===== config.mk =====
export PLATFORM = sky130hd
export DESIGN_NAME = dga_div
export DESIGN_NICKNAME = d
export VERILOG_FILES = /design/src/sv/dga_pkg.sv /design/src/sv/dga_div.sv
export SDC_FILE = /design/constraint.sdc
export NUM_CORES = 2
export LEC_CHECK = 0
export BUFFER_PORTS_ARGS = -buffer_cell sky130_fd_sc_hd__buf_2
export CORE_AREA = 2 2 245 247
export CTS_CLUSTER_SIZE = 24
export DETAILED_ROUTE_END_ITERATION = 7
export DIE_AREA = 0 0 247 249
export GPL_TIMING_DRIVEN = 1
export PLACE_DENSITY = 0.9
export SYNTH_ARGS = -nofsm -noshare
export SYNTH_HDL_FRONTEND = slang
export SYNTH_SLANG_ARGS = --single-unit

===== constraint.sdc =====
create_clock -name clk -period 6.5 [get_ports clk]
set_input_delay 1.3 -clock clk [delete_from_list [all_inputs] [get_ports clk]]
set_output_delay 1.3 -clock clk [all_outputs]
set_load 0.01 [all_outputs]

===== src/sv/dga_pkg.sv =====
// Shared types and constants for the distance gain attenuator.
package dga_pkg;

  localparam int DIST_W = 22;
  localparam int VOL_W  = 16;
  localparam int IDX_W  = 3;

  localparam logic [IDX_W-1:0] REG_SOURCE_X      = 3'd0;
  localparam logic [IDX_W-1:0] REG_SOURCE_Y      = 3'd1;
  localparam logic [IDX_W-1:0] REG_SOURCE_Z      = 3'd2;
  localparam logic [IDX_W-1:0] REG_AUDIBLE_RANGE = 3'd3;
  localparam logic [IDX_W-1:0] REG_FULL_RADIUS   = 3'd4;
  localparam logic [IDX_W-1:0] REG_BASE_VOLUME   = 3'd5;

  // Which gain source a beat takes at the end of the pipeline.
  typedef enum logic [1:0] {
    SEL_VOL,
    SEL_ZERO,
    SEL_DIV
  } gain_sel_t;

endpackage


===== src/sv/dga_div.sv =====
// Pipelined restoring divider, one quotient bit per stage, with a gain select tag.
module dga_div
  import dga_pkg::*;
(
  input  logic                      clk,
  input  logic                      rst,
  input  logic                      in_valid,
  input  gain_sel_t                 in_sel,
  input  logic [VOL_W+DIST_W-1:0]   numer,
  input  logic [DIST_W-1:0]         denom,
  output logic                      out_valid,
  output gain_sel_t                 out_sel,
  output logic [VOL_W-1:0]          quot
);

  localparam int QW = VOL_W;
  localparam int NW = VOL_W + DIST_W;

  // The quotient is known to stay below the volume, so QW bits suffice.
  logic [NW-1:0] r_q   [QW+1];
  logic [QW-1:0] q_q   [QW+1];
  gain_sel_t     sel_q [QW+1];
  logic          vld_q [QW+1];

  assign r_q[0]   = numer;
  assign q_q[0]   = '0;
  assign sel_q[0] = in_sel;
  assign vld_q[0] = in_valid;

  for (genvar j = 0; j < QW; j++) begin : g_stage
    localparam int SH = QW - 1 - j;
    logic [NW-1:0] dsh;
    logic [NW-1:0] r_next;
    logic [QW-1:0] q_next;

    always_comb begin
      dsh    = NW'(denom) << SH;
      r_next = r_q[j];
      q_next = q_q[j];
      if (r_q[j] >= dsh) begin
        r_next     = r_q[j] - dsh;
        q_next[SH] = 1'b1;
      end
    end

    always_ff @(posedge clk) begin
      r_q[j+1]   <= r_next;
      q_q[j+1]   <= q_next;
      sel_q[j+1] <= sel_q[j];
      if (rst) begin
        vld_q[j+1] <= 1'b0;
      end else begin
        vld_q[j+1] <= vld_q[j];
      end
    end
  end

  assign out_valid = vld_q[QW];
  assign out_sel   = sel_q[QW];
  assign quot      = q_q[QW];

endmodule


==> out/metrics.csv <==
metric,value,unit
max_freq,205,MHz
die_y,249,um
grt-ovfl-total,0,
areaGrowthSynthToFinish,11.1,%
dp_hpwl,74700,um
rsz0062_at_grt,no,
ys_ff_latch,754,
setup_violations,0,
cts.sinks,754,
fin_util,71.8,%
max-vdd-ir-drop,0.362,mV
crit_fanout,26,
synth_area_leaders,"dfxtp_1, ha_1, a21oi_1, xnor2_1, xor2_1",
use_met1,36.3,%
crit_arrival,5.42,ns
nFillCells,4227,
die_area,0.0615,mm^2
leakagePower,18.2,nW
drtIter0Drc,2620,
gr-usage-met3,5.87,%
maxSlewViolCount,0,
tns,0,ns
holdWs,0.305,ns
area.sequential,0.0151,mm^2
hold_viol,0,
finalWorstSetupSlack,1.63,ns
drv_cap,0,
die_x,247,um
endpoint_kind,flop,
diodes,0,
synth_edf_count,0,
stdcell_area,0.0421,mm^2
yosysTopAreaCell,dfxtp_1,
cts_resized,0,
outcome,"complete, no violations",
start_kind,input port,
syn_area_per_cell,9.08,um^2
ctsHoldBuffers,0,
drc,0,
grt_pass1_vias,31281,
slew_headroom,26.2,%
yosysWarnings,0,
cp_cell_sequence,buf_2 > inv_1 > buf_4 > fa_1 > a211oi_1 > o21ai_1 > a31oi_2 > o31ai_4 > a31oi_1 > o21ai_2 > a31oi_4 > buf_12 > mux2_2,
fin_cells,5135,
finalCritPeriodShare,75.0,%
place_inst,4991,
h-tree-depth,3,
grt.busiest_layer,met2,
clockRootBuffer,clkbuf_16,
ys_types,90,
required,7.05,ns
cpMaxStageDelayCell,a31oi_4,
hp-class,flop to flop,
gr-usage-met2,55.6,%
grt_max_degree,45,
track_usage,32.8,%
io_buffers,83,
fin_crit,4.87,ns
core_area,0.0587,mm^2
clock_path_buffers,3,
finalPower,23.1,mW
gp_congestion,0.993,
postRouteAntennaNets,0,
cpPeakStageDelay,0.58,ns
powerDensity,549,mW/mm^2
synth.top_cell.area_share,39.8,%
tightest_slew,1.11,ns
route.vias.total,31909,
synth_flop_cell,dfxtp_1,
syn_inst,4176,
dpl_cell_area,0.0394,mm^2
cts_buffers,78,
critPathKind,input port to flop,
grt_pass1_wl,161000,um
antenna_found_initial,1,
viasPerCell,6.21,
pre_cts_ws,1.23,ns
start_util,64.6,%
dr.pass1.iters,5,
clkTransAtPathRegs,0.07,ns
wire_per_inst,19.8,um
cts_setup_buffers,0,
fin_skew,0.0386,ns
wl,102000,um
async_flop_share,0,%
pin_count,84,
nets,4730,
drive_above_1_share,8.53,%
syn_nets,4608,
cts_tree,done,
fp-row-count,89,
worstSkewPairLatency,0.66,ns
syn_area,0.0379,mm^2
synth_seq_area_share,39.8,%
multiInputGateArea,0.0220,mm^2
sequential cells by signal, summed over array words and instances, names as in the netlist:
register,count
out_sel,2
sel_q,30
out_valid,1
g_stage.q_next,120
quot,16
r_q,570
vld_q,15
cells in the final DEF (no fill, tap or decap), types with 26 or more instances in the layout:
master / n
buf_2: 83
clkbuf_16: 79
a31oi_1: 30
a211oi_1: 26
inv_1: 136
a21oi_1: 378
ha_1: 352
buf_4: 46
o21ai_0: 286
nor4_1: 54
nor2b_1: 76
xnor2_1: 209
a21o_1: 161
dfxtp_1: 754
nand2_1: 325
o31ai_1: 26
nand4_1: 63
o21a_1: 54
xor2_1: 172
mux2_2: 64
nor3_1: 79
nand3_1: 71
nor2_1: 338
nand2b_1: 68
o21bai_1: 36
area by class of cell:
class                   count  area share [%]
clock buffers             103            5.14
flip-flops and latches    754            35.8
repair buffers            130            1.85
multi-input cells        3196            52.2
clock inverters            41            1.41
inverters                 138            1.23
well taps                 773            2.30
routing by layer:
layer  part of all wire [%]  up-vias
li1                       -    15238
met4                    8.4        0
met5                      0        -
met3                    6.4      458
met2                     48     1249
met1                     38    14964
cell usage after synthesis (7+ instances only):
cell	number
nor2b_1	76
o21bai_1	36
or3_1	24
xnor2_1	209
a211o_1	7
nand2b_1	68
a31o_2	8
inv_1	136
a211oi_1	26
or4_1	18
nor4b_1	14
nand4_1	63
a41oi_1	7
a2111oi_0	8
nor2_1	339
or2_2	12
nand3b_1	15
o31ai_1	26
a21o_1	161
o21ai_0	286
and3_1	17
mux2_2	64
nand3_1	71
a221oi_1	9
fa_1	15
nor3b_1	7
nor4_1	54
and2_1	12
ha_1	352
a21oi_1	378
buf_2	9
nand4b_1	11
nand2_1	325
o21a_1	54
o31a_1	11
a31oi_1	30
dfxtp_1	754
o211ai_1	20
clkbuf_1	72
nor3_1	79
xor2_1	172
a21boi_0	7
worst paths after layout:
check | depth (start not counted) | slack [ns] | end | startpoint
setup reg to reg | 12 | 2.58 | r_q[262] | r_q[272]
setup / recovery | 13 | 1.63 | r_q[83] | denom[1]
hold reg to reg | 0 | 0.30 | g_stage[14].q_next[11] | g_stage[13].q_next[11]
hold / removal | 0 | 0.30 | g_stage[14].q_next[11] | g_stage[13].q_next[11]
report_power, final:
group | leakage (nW) | total [mW] | switching [mW] | internal, mW
Combinational | 10.5 | 10.7 | 5.98 | 4.72
Clock | 1.35 | 4.76 | 1.91 | 2.85
Sequential | 6.32 | 7.66 | 1.33 | 6.34
critical path, delay by kind of cell:
kind	cells	cell delay, ns
compound gates	7	2.13
buf+inv	4	1.07
fa+ha+maj	1	0.54
mux	1	0.33
cell families (layout without fill, tap and decap cells):
| kind of cell | count (synthesis) | after routing | synth area share [%] |
|---|---|---|---|
| adder cells (fa/ha/maj) | 367 | 367 | 12.4 |
| AO/OA/AOI/OAI | 1153 | 1153 | 18.9 |
| AND/OR/NAND/NOR | 1226 | 1226 | 15.8 |
| XOR/XNOR | 382 | 382 | 8.84 |
| buffers and inverters | 226 | 412 | 2.29 |
| multiplexers | 68 | 68 | 2.01 |
| flip-flops | 754 | 754 | 39.8 |
(Power assumes the default switching activity.)
