--- src/sv/dga_pkg.sv ---
// Shared types and constants for the distance gain attenuator.
package dga_pkg;

  localparam int DIST_W = 22;
  localparam int VOL_W  = 16;
  localparam int IDX_W  = 3;

  localparam logic [IDX_W-1:0] REG_SOURCE_X      = 3'd0;
  localparam logic [IDX_W-1:0] REG_SOURCE_Y      = 3'd1;
  localparam logic [IDX_W-1:0] REG_SOURCE_Z      = 3'd2;
  localparam logic [IDX_W-1:0] REG_AUDIBLE_RANGE = 3'd3;
  localparam logic [IDX_W-1:0] REG_FULL_RADIUS   = 3'd4;
  localparam logic [IDX_W-1:0] REG_BASE_VOLUME   = 3'd5;

  // Which gain source a beat takes at the end of the pipeline.
  typedef enum logic [1:0] {
    SEL_VOL,
    SEL_ZERO,
    SEL_DIV
  } gain_sel_t;

endpackage

--- src/sv/dga_sqrt.sv ---
// Pipelined integer square root, one result bit per stage, rounded down.
module dga_sqrt
  import dga_pkg::*;
#(
  parameter int IN_W = 52
) (
  input  logic                     clk,
  input  logic                     rst,
  input  logic                     in_valid,
  input  logic [IN_W-1:0]          radicand,
  output logic                     out_valid,
  output logic [(IN_W+1)/2-1:0]    root
);

  localparam int RW = (IN_W + 1) / 2;
  localparam int W2 = 2 * RW;

  logic [W2-1:0] n_q   [RW+1];
  logic [W2-1:0] res_q [RW+1];
  logic          vld_q [RW+1];

  assign n_q[0]   = W2'(radicand);
  assign res_q[0] = '0;
  assign vld_q[0] = in_valid;

  for (genvar k = 0; k < RW; k++) begin : g_stage
    localparam logic [W2-1:0] BIT = W2'(1) << (2 * (RW - 1 - k));
    logic [W2:0]   trial;
    logic [W2-1:0] n_next;
    logic [W2-1:0] res_next;

    always_comb begin
      trial = {1'b0, res_q[k]} + {1'b0, BIT};
      if ({1'b0, n_q[k]} >= trial) begin
        n_next   = n_q[k] - trial[W2-1:0];
        res_next = (res_q[k] >> 1) + BIT;
      end else begin
        n_next   = n_q[k];
        res_next = res_q[k] >> 1;
      end
    end

    always_ff @(posedge clk) begin
      n_q[k+1]   <= n_next;
      res_q[k+1] <= res_next;
      if (rst) begin
        vld_q[k+1] <= 1'b0;
      end else begin
        vld_q[k+1] <= vld_q[k];
      end
    end
  end

  assign out_valid = vld_q[RW];
  assign root      = res_q[RW][RW-1:0];

endmodule

--- config.mk ---
export PLATFORM = sky130hd
export DESIGN_NAME = dga_sqrt
export DESIGN_NICKNAME = d
export VERILOG_FILES = /design/src/sv/dga_pkg.sv /design/src/sv/dga_sqrt.sv
export SDC_FILE = /design/constraint.sdc
export NUM_CORES = 2
export LEC_CHECK = 0
export BUFFER_PORTS_ARGS = -buffer_cell sky130_fd_sc_hd__buf_2
export CAP_MARGIN = 20
export CORE_ASPECT_RATIO = 1.1
export CORE_MARGIN = 2
export CORE_UTILIZATION = 62
export CTS_CLUSTER_SIZE = 24
export DETAILED_ROUTE_END_ITERATION = 8
export PLACE_DENSITY = 0.79
export SETUP_SLACK_MARGIN = 0.1
export SYNTH_ARGS = -nofsm -noshare
export SYNTH_HDL_FRONTEND = slang
export SYNTH_SLANG_ARGS = --single-unit
export TNS_END_PERCENT = 10
--- constraint.sdc ---
create_clock -name clk -period 4.09 [get_ports clk]
set_input_delay 0.409 -clock clk [delete_from_list [all_inputs] [get_ports clk]]
set_output_delay 0.409 -clock clk [all_outputs]
set_load 0.03 [all_outputs]
==> results.txt <==
status = completed
Crit Path Class = reg -> reg
fmax = 259 MHz
Hold Path Class = in -> reg
Static Leak = 32.3 nW
Yosys cell types = 100
core outline area = 100000 um2
worst setup margin = 0.234 ns
register area share after synthesis = 0.536
initial DRC count = 3241
Final ANT Viol Nets = 0
drt drc = 0
kind of end point of the critical path = flop
first-pass GRT wire length = 243000 um
worst-margin pin slew = 0.938 ns
final net count = 6821
startpoint types = flop
largest family of logic cells by synthesized area = simple AND/OR/NAND/NOR gates
Die X = 307 um
Post-synth EDFFs = 0
Synth Net Count = 6615
Async S/R FF share, synth = 0
final hold vios = 0
clock buffer depth = 3
clock root cell = clkbuf_16
Clock Skews = 0.0586 ns
Die H = 337 um
Vias = 45198
mapped cell area = 62600 um2
GRT overflow = 0
simple-gate share of the synthesized area = 0.151
post-synthesis mux area share = 0.00905
dpl hpwl = 111000 um
port bufs = 81
final wirelength = 155000 um
# fillers = 7183
Max VDD drop = 0.624 mV
Net Sw Frac = 0.330
antenna violations before repair = 3
DP Worst Slack = 0.0135 ns
adder-cell share of the synthesized area = 0.0746
Internal = 35.1 mW
PD cells = 739 nW/um2
top-level port count = 82
GRT Total Usage = 0.295
sequential share of power = 0.447
layout cell share with drive strength beyond 1 = 0.0783
post-synthesis register bit count = 1677
Min Clock Period, post-route = 3.86 ns
setup_tns = 0 ns
DRT Pass-1 Iters = 6
Final GP Congestion = 0.913
Rel. slew slack = 0.368
Worst EP required = 4.76 ns
CTS H-tree lvls = 4
max-cap violation count = 0
delay-heaviest family, CP = simple AND/OR/NAND/NOR gates
clk slew on worst S/H paths = 0.07 ns
Net Switching = 17.3 mW
WL/cell = 19.8 um
Clock power frac = 0.303
Worst EP arrival = 4.52 ns
CP Max Fanout = 6
top_reg_cell synth = dfxtp_1
Synth Area in XOR/XNOR = 0.0768
period utilization = 0.943
YS warnings = 0
initial core utilization = 0.624
CP max-delay cell = or4b_2
clock sink count = 1677
Max Slew Vio Count = 0
synth-to-layout area growth = 13.1%
Gate Count Post-Synth = 6187
Compound-Gate Fraction of Synth Area = 0.117
slowest stage delay, CP = 0.60 ns
cts bufs inserted = 157
RSZ-0062 raised after global routing = true
row count = 122
worst-path cell chain = inv_1 > ha_1 > or4b_2 > nor4_1 > nand4_1 > o21ai_1 > a311oi_4 > a2111o_1 > or2_1 > nor3_1 > xor2_1
TritonCTS clock tree = yes
worst path bufs/invs = 1
final setup vio count = 0
clk_lat worst skew = 0.78 ns
Mean Syn Cell Area = 10.1 um2
number of global-route vias before repair = 45230
Comb power frac = 0.250
Vias/cell = 5.77
largest net degree at the start of global routing = 50
Die ar. = 104000 um2
state kept, by name (all words and copies together) (netlist names):
signal     flops
out_valid      1
n_q         1300
vld_q         25
res_q        325
root          26
routing by layer:
metal  up-vias  routed length [um]  GRT usage
met3       410                6900     0.0418
met2      1310               76900      0.527
met5         -                   0          0
met1     21546               63800      0.350
li1      21932                   -          -
met4         0                7140      0.140
power by group through the flow:
stage / combinational, mW / sequential [mW] / clock (mW)
3_3_place_gp: 12.4 / 23.6 / 0
5_1_grt: 14.5 / 23.7 / 16.7
4_1_cts: 12.9 / 23.3 / 16.0
6_report: 13.1 / 23.4 / 15.9
2_1_floorplan: 10.0 / 22.3 / 0
3_5_place_dp: 12.7 / 23.6 / 0
cells in the final DEF (no fill, tap or decap), types with 61 or more instances in the layout:
master | synthesis | layout
nor3_1 | 164 | 163
xor2_1 | 297 | 297
ha_1 | 373 | 373
a21oi_1 | 313 | 313
o21ai_0 | 332 | 332
dfxtp_1 | 1677 | 1677
buf_2 | 15 | 85
xnor2_1 | 252 | 252
nand3_1 | 94 | 94
nand2b_1 | 75 | 75
nand4_1 | 94 | 94
a21o_1 | 127 | 127
inv_1 | 453 | 453
nor2_1 | 350 | 349
o21a_1 | 75 | 75
or3_1 | 61 | 61
nand2_1 | 412 | 412
nor2b_1 | 72 | 72
clkbuf_16 | 0 | 158
nor4_1 | 209 | 209
final timing paths:
check | from | end | slack, ns | depth (start not counted)
max | res_q[324]$_DFF_P_ | n_q[304]$_DFF_P_ | 0.23 | 11
min | rst | out_valid$_SDFF_PP0_ | 0.08 | 2
max reg2reg | res_q[324]$_DFF_P_ | n_q[304]$_DFF_P_ | 0.23 | 11
min reg2reg | res_q[650]$_DFF_P_ | res_q[597]$_DFF_P_ | 0.32 | 0
cell type report:
type	instances	area, um2	area share
inverters	455	1710	0.0242
diodes	2	5.00	0.0000707
clock buffers	218	4540	0.0641
well taps	1302	1630	0.0230
flip-flops and latches	1677	33600	0.474
clock inverters	73	1270	0.0180
multi-input cells	3928	26800	0.379
repair buffers	174	1240	0.0175
cells by family after synthesis:
| group | count (synthesis) |
|---|---|
| flip-flops | 1677 |
| AO/OA/AOI/OAI | 1166 |
| multiplexers | 52 |
| buffers and inverters | 582 |
| AND/OR/NAND/NOR | 1788 |
| adder cells (fa/ha/maj) | 373 |
| XOR/XNOR | 549 |
stage by stage:
stage,hold WS [ns],std cells,util,instance area [um2],total power [mW]
floorplan,0.322,6187,-,62600,32.3
global placement,0.328,7476,0.642,64400,36.0
detailed placement,0.332,7480,0.642,64400,36.3
CTS,0.0359,7825,0.706,70800,52.2
global route,0.0767,7829,0.706,70800,54.9
finish,0.0770,7829,0.706,70800,52.3
cell usage after synthesis, types with 96 or more instances:
cell type | instances | area [um2]
a21o_1 | 127 | 953
a21oi_1 | 313 | 1570
clkbuf_1 | 96 | 360
dfxtp_1 | 1677 | 33600
ha_1 | 373 | 4670
inv_1 | 453 | 1700
nand2_1 | 412 | 1550
nor2_1 | 350 | 1310
nor3_1 | 164 | 821
nor4_1 | 209 | 1310
o21ai_0 | 332 | 1660
xnor2_1 | 252 | 2210
xor2_1 | 297 | 2600
repair_timing:
| item | in CTS | in global routing |
|---|---|---|
| endpoints found under the setup margin | 8 | 9 |
| hold buffers | 54 | 0 |
| buffers inserted | 0 | 0 |
| gates resized for setup | 1 | 1 |
| hold endpoints to repair | 54 | 0 |
Note: power is estimated with default switching activity, not from simulation.
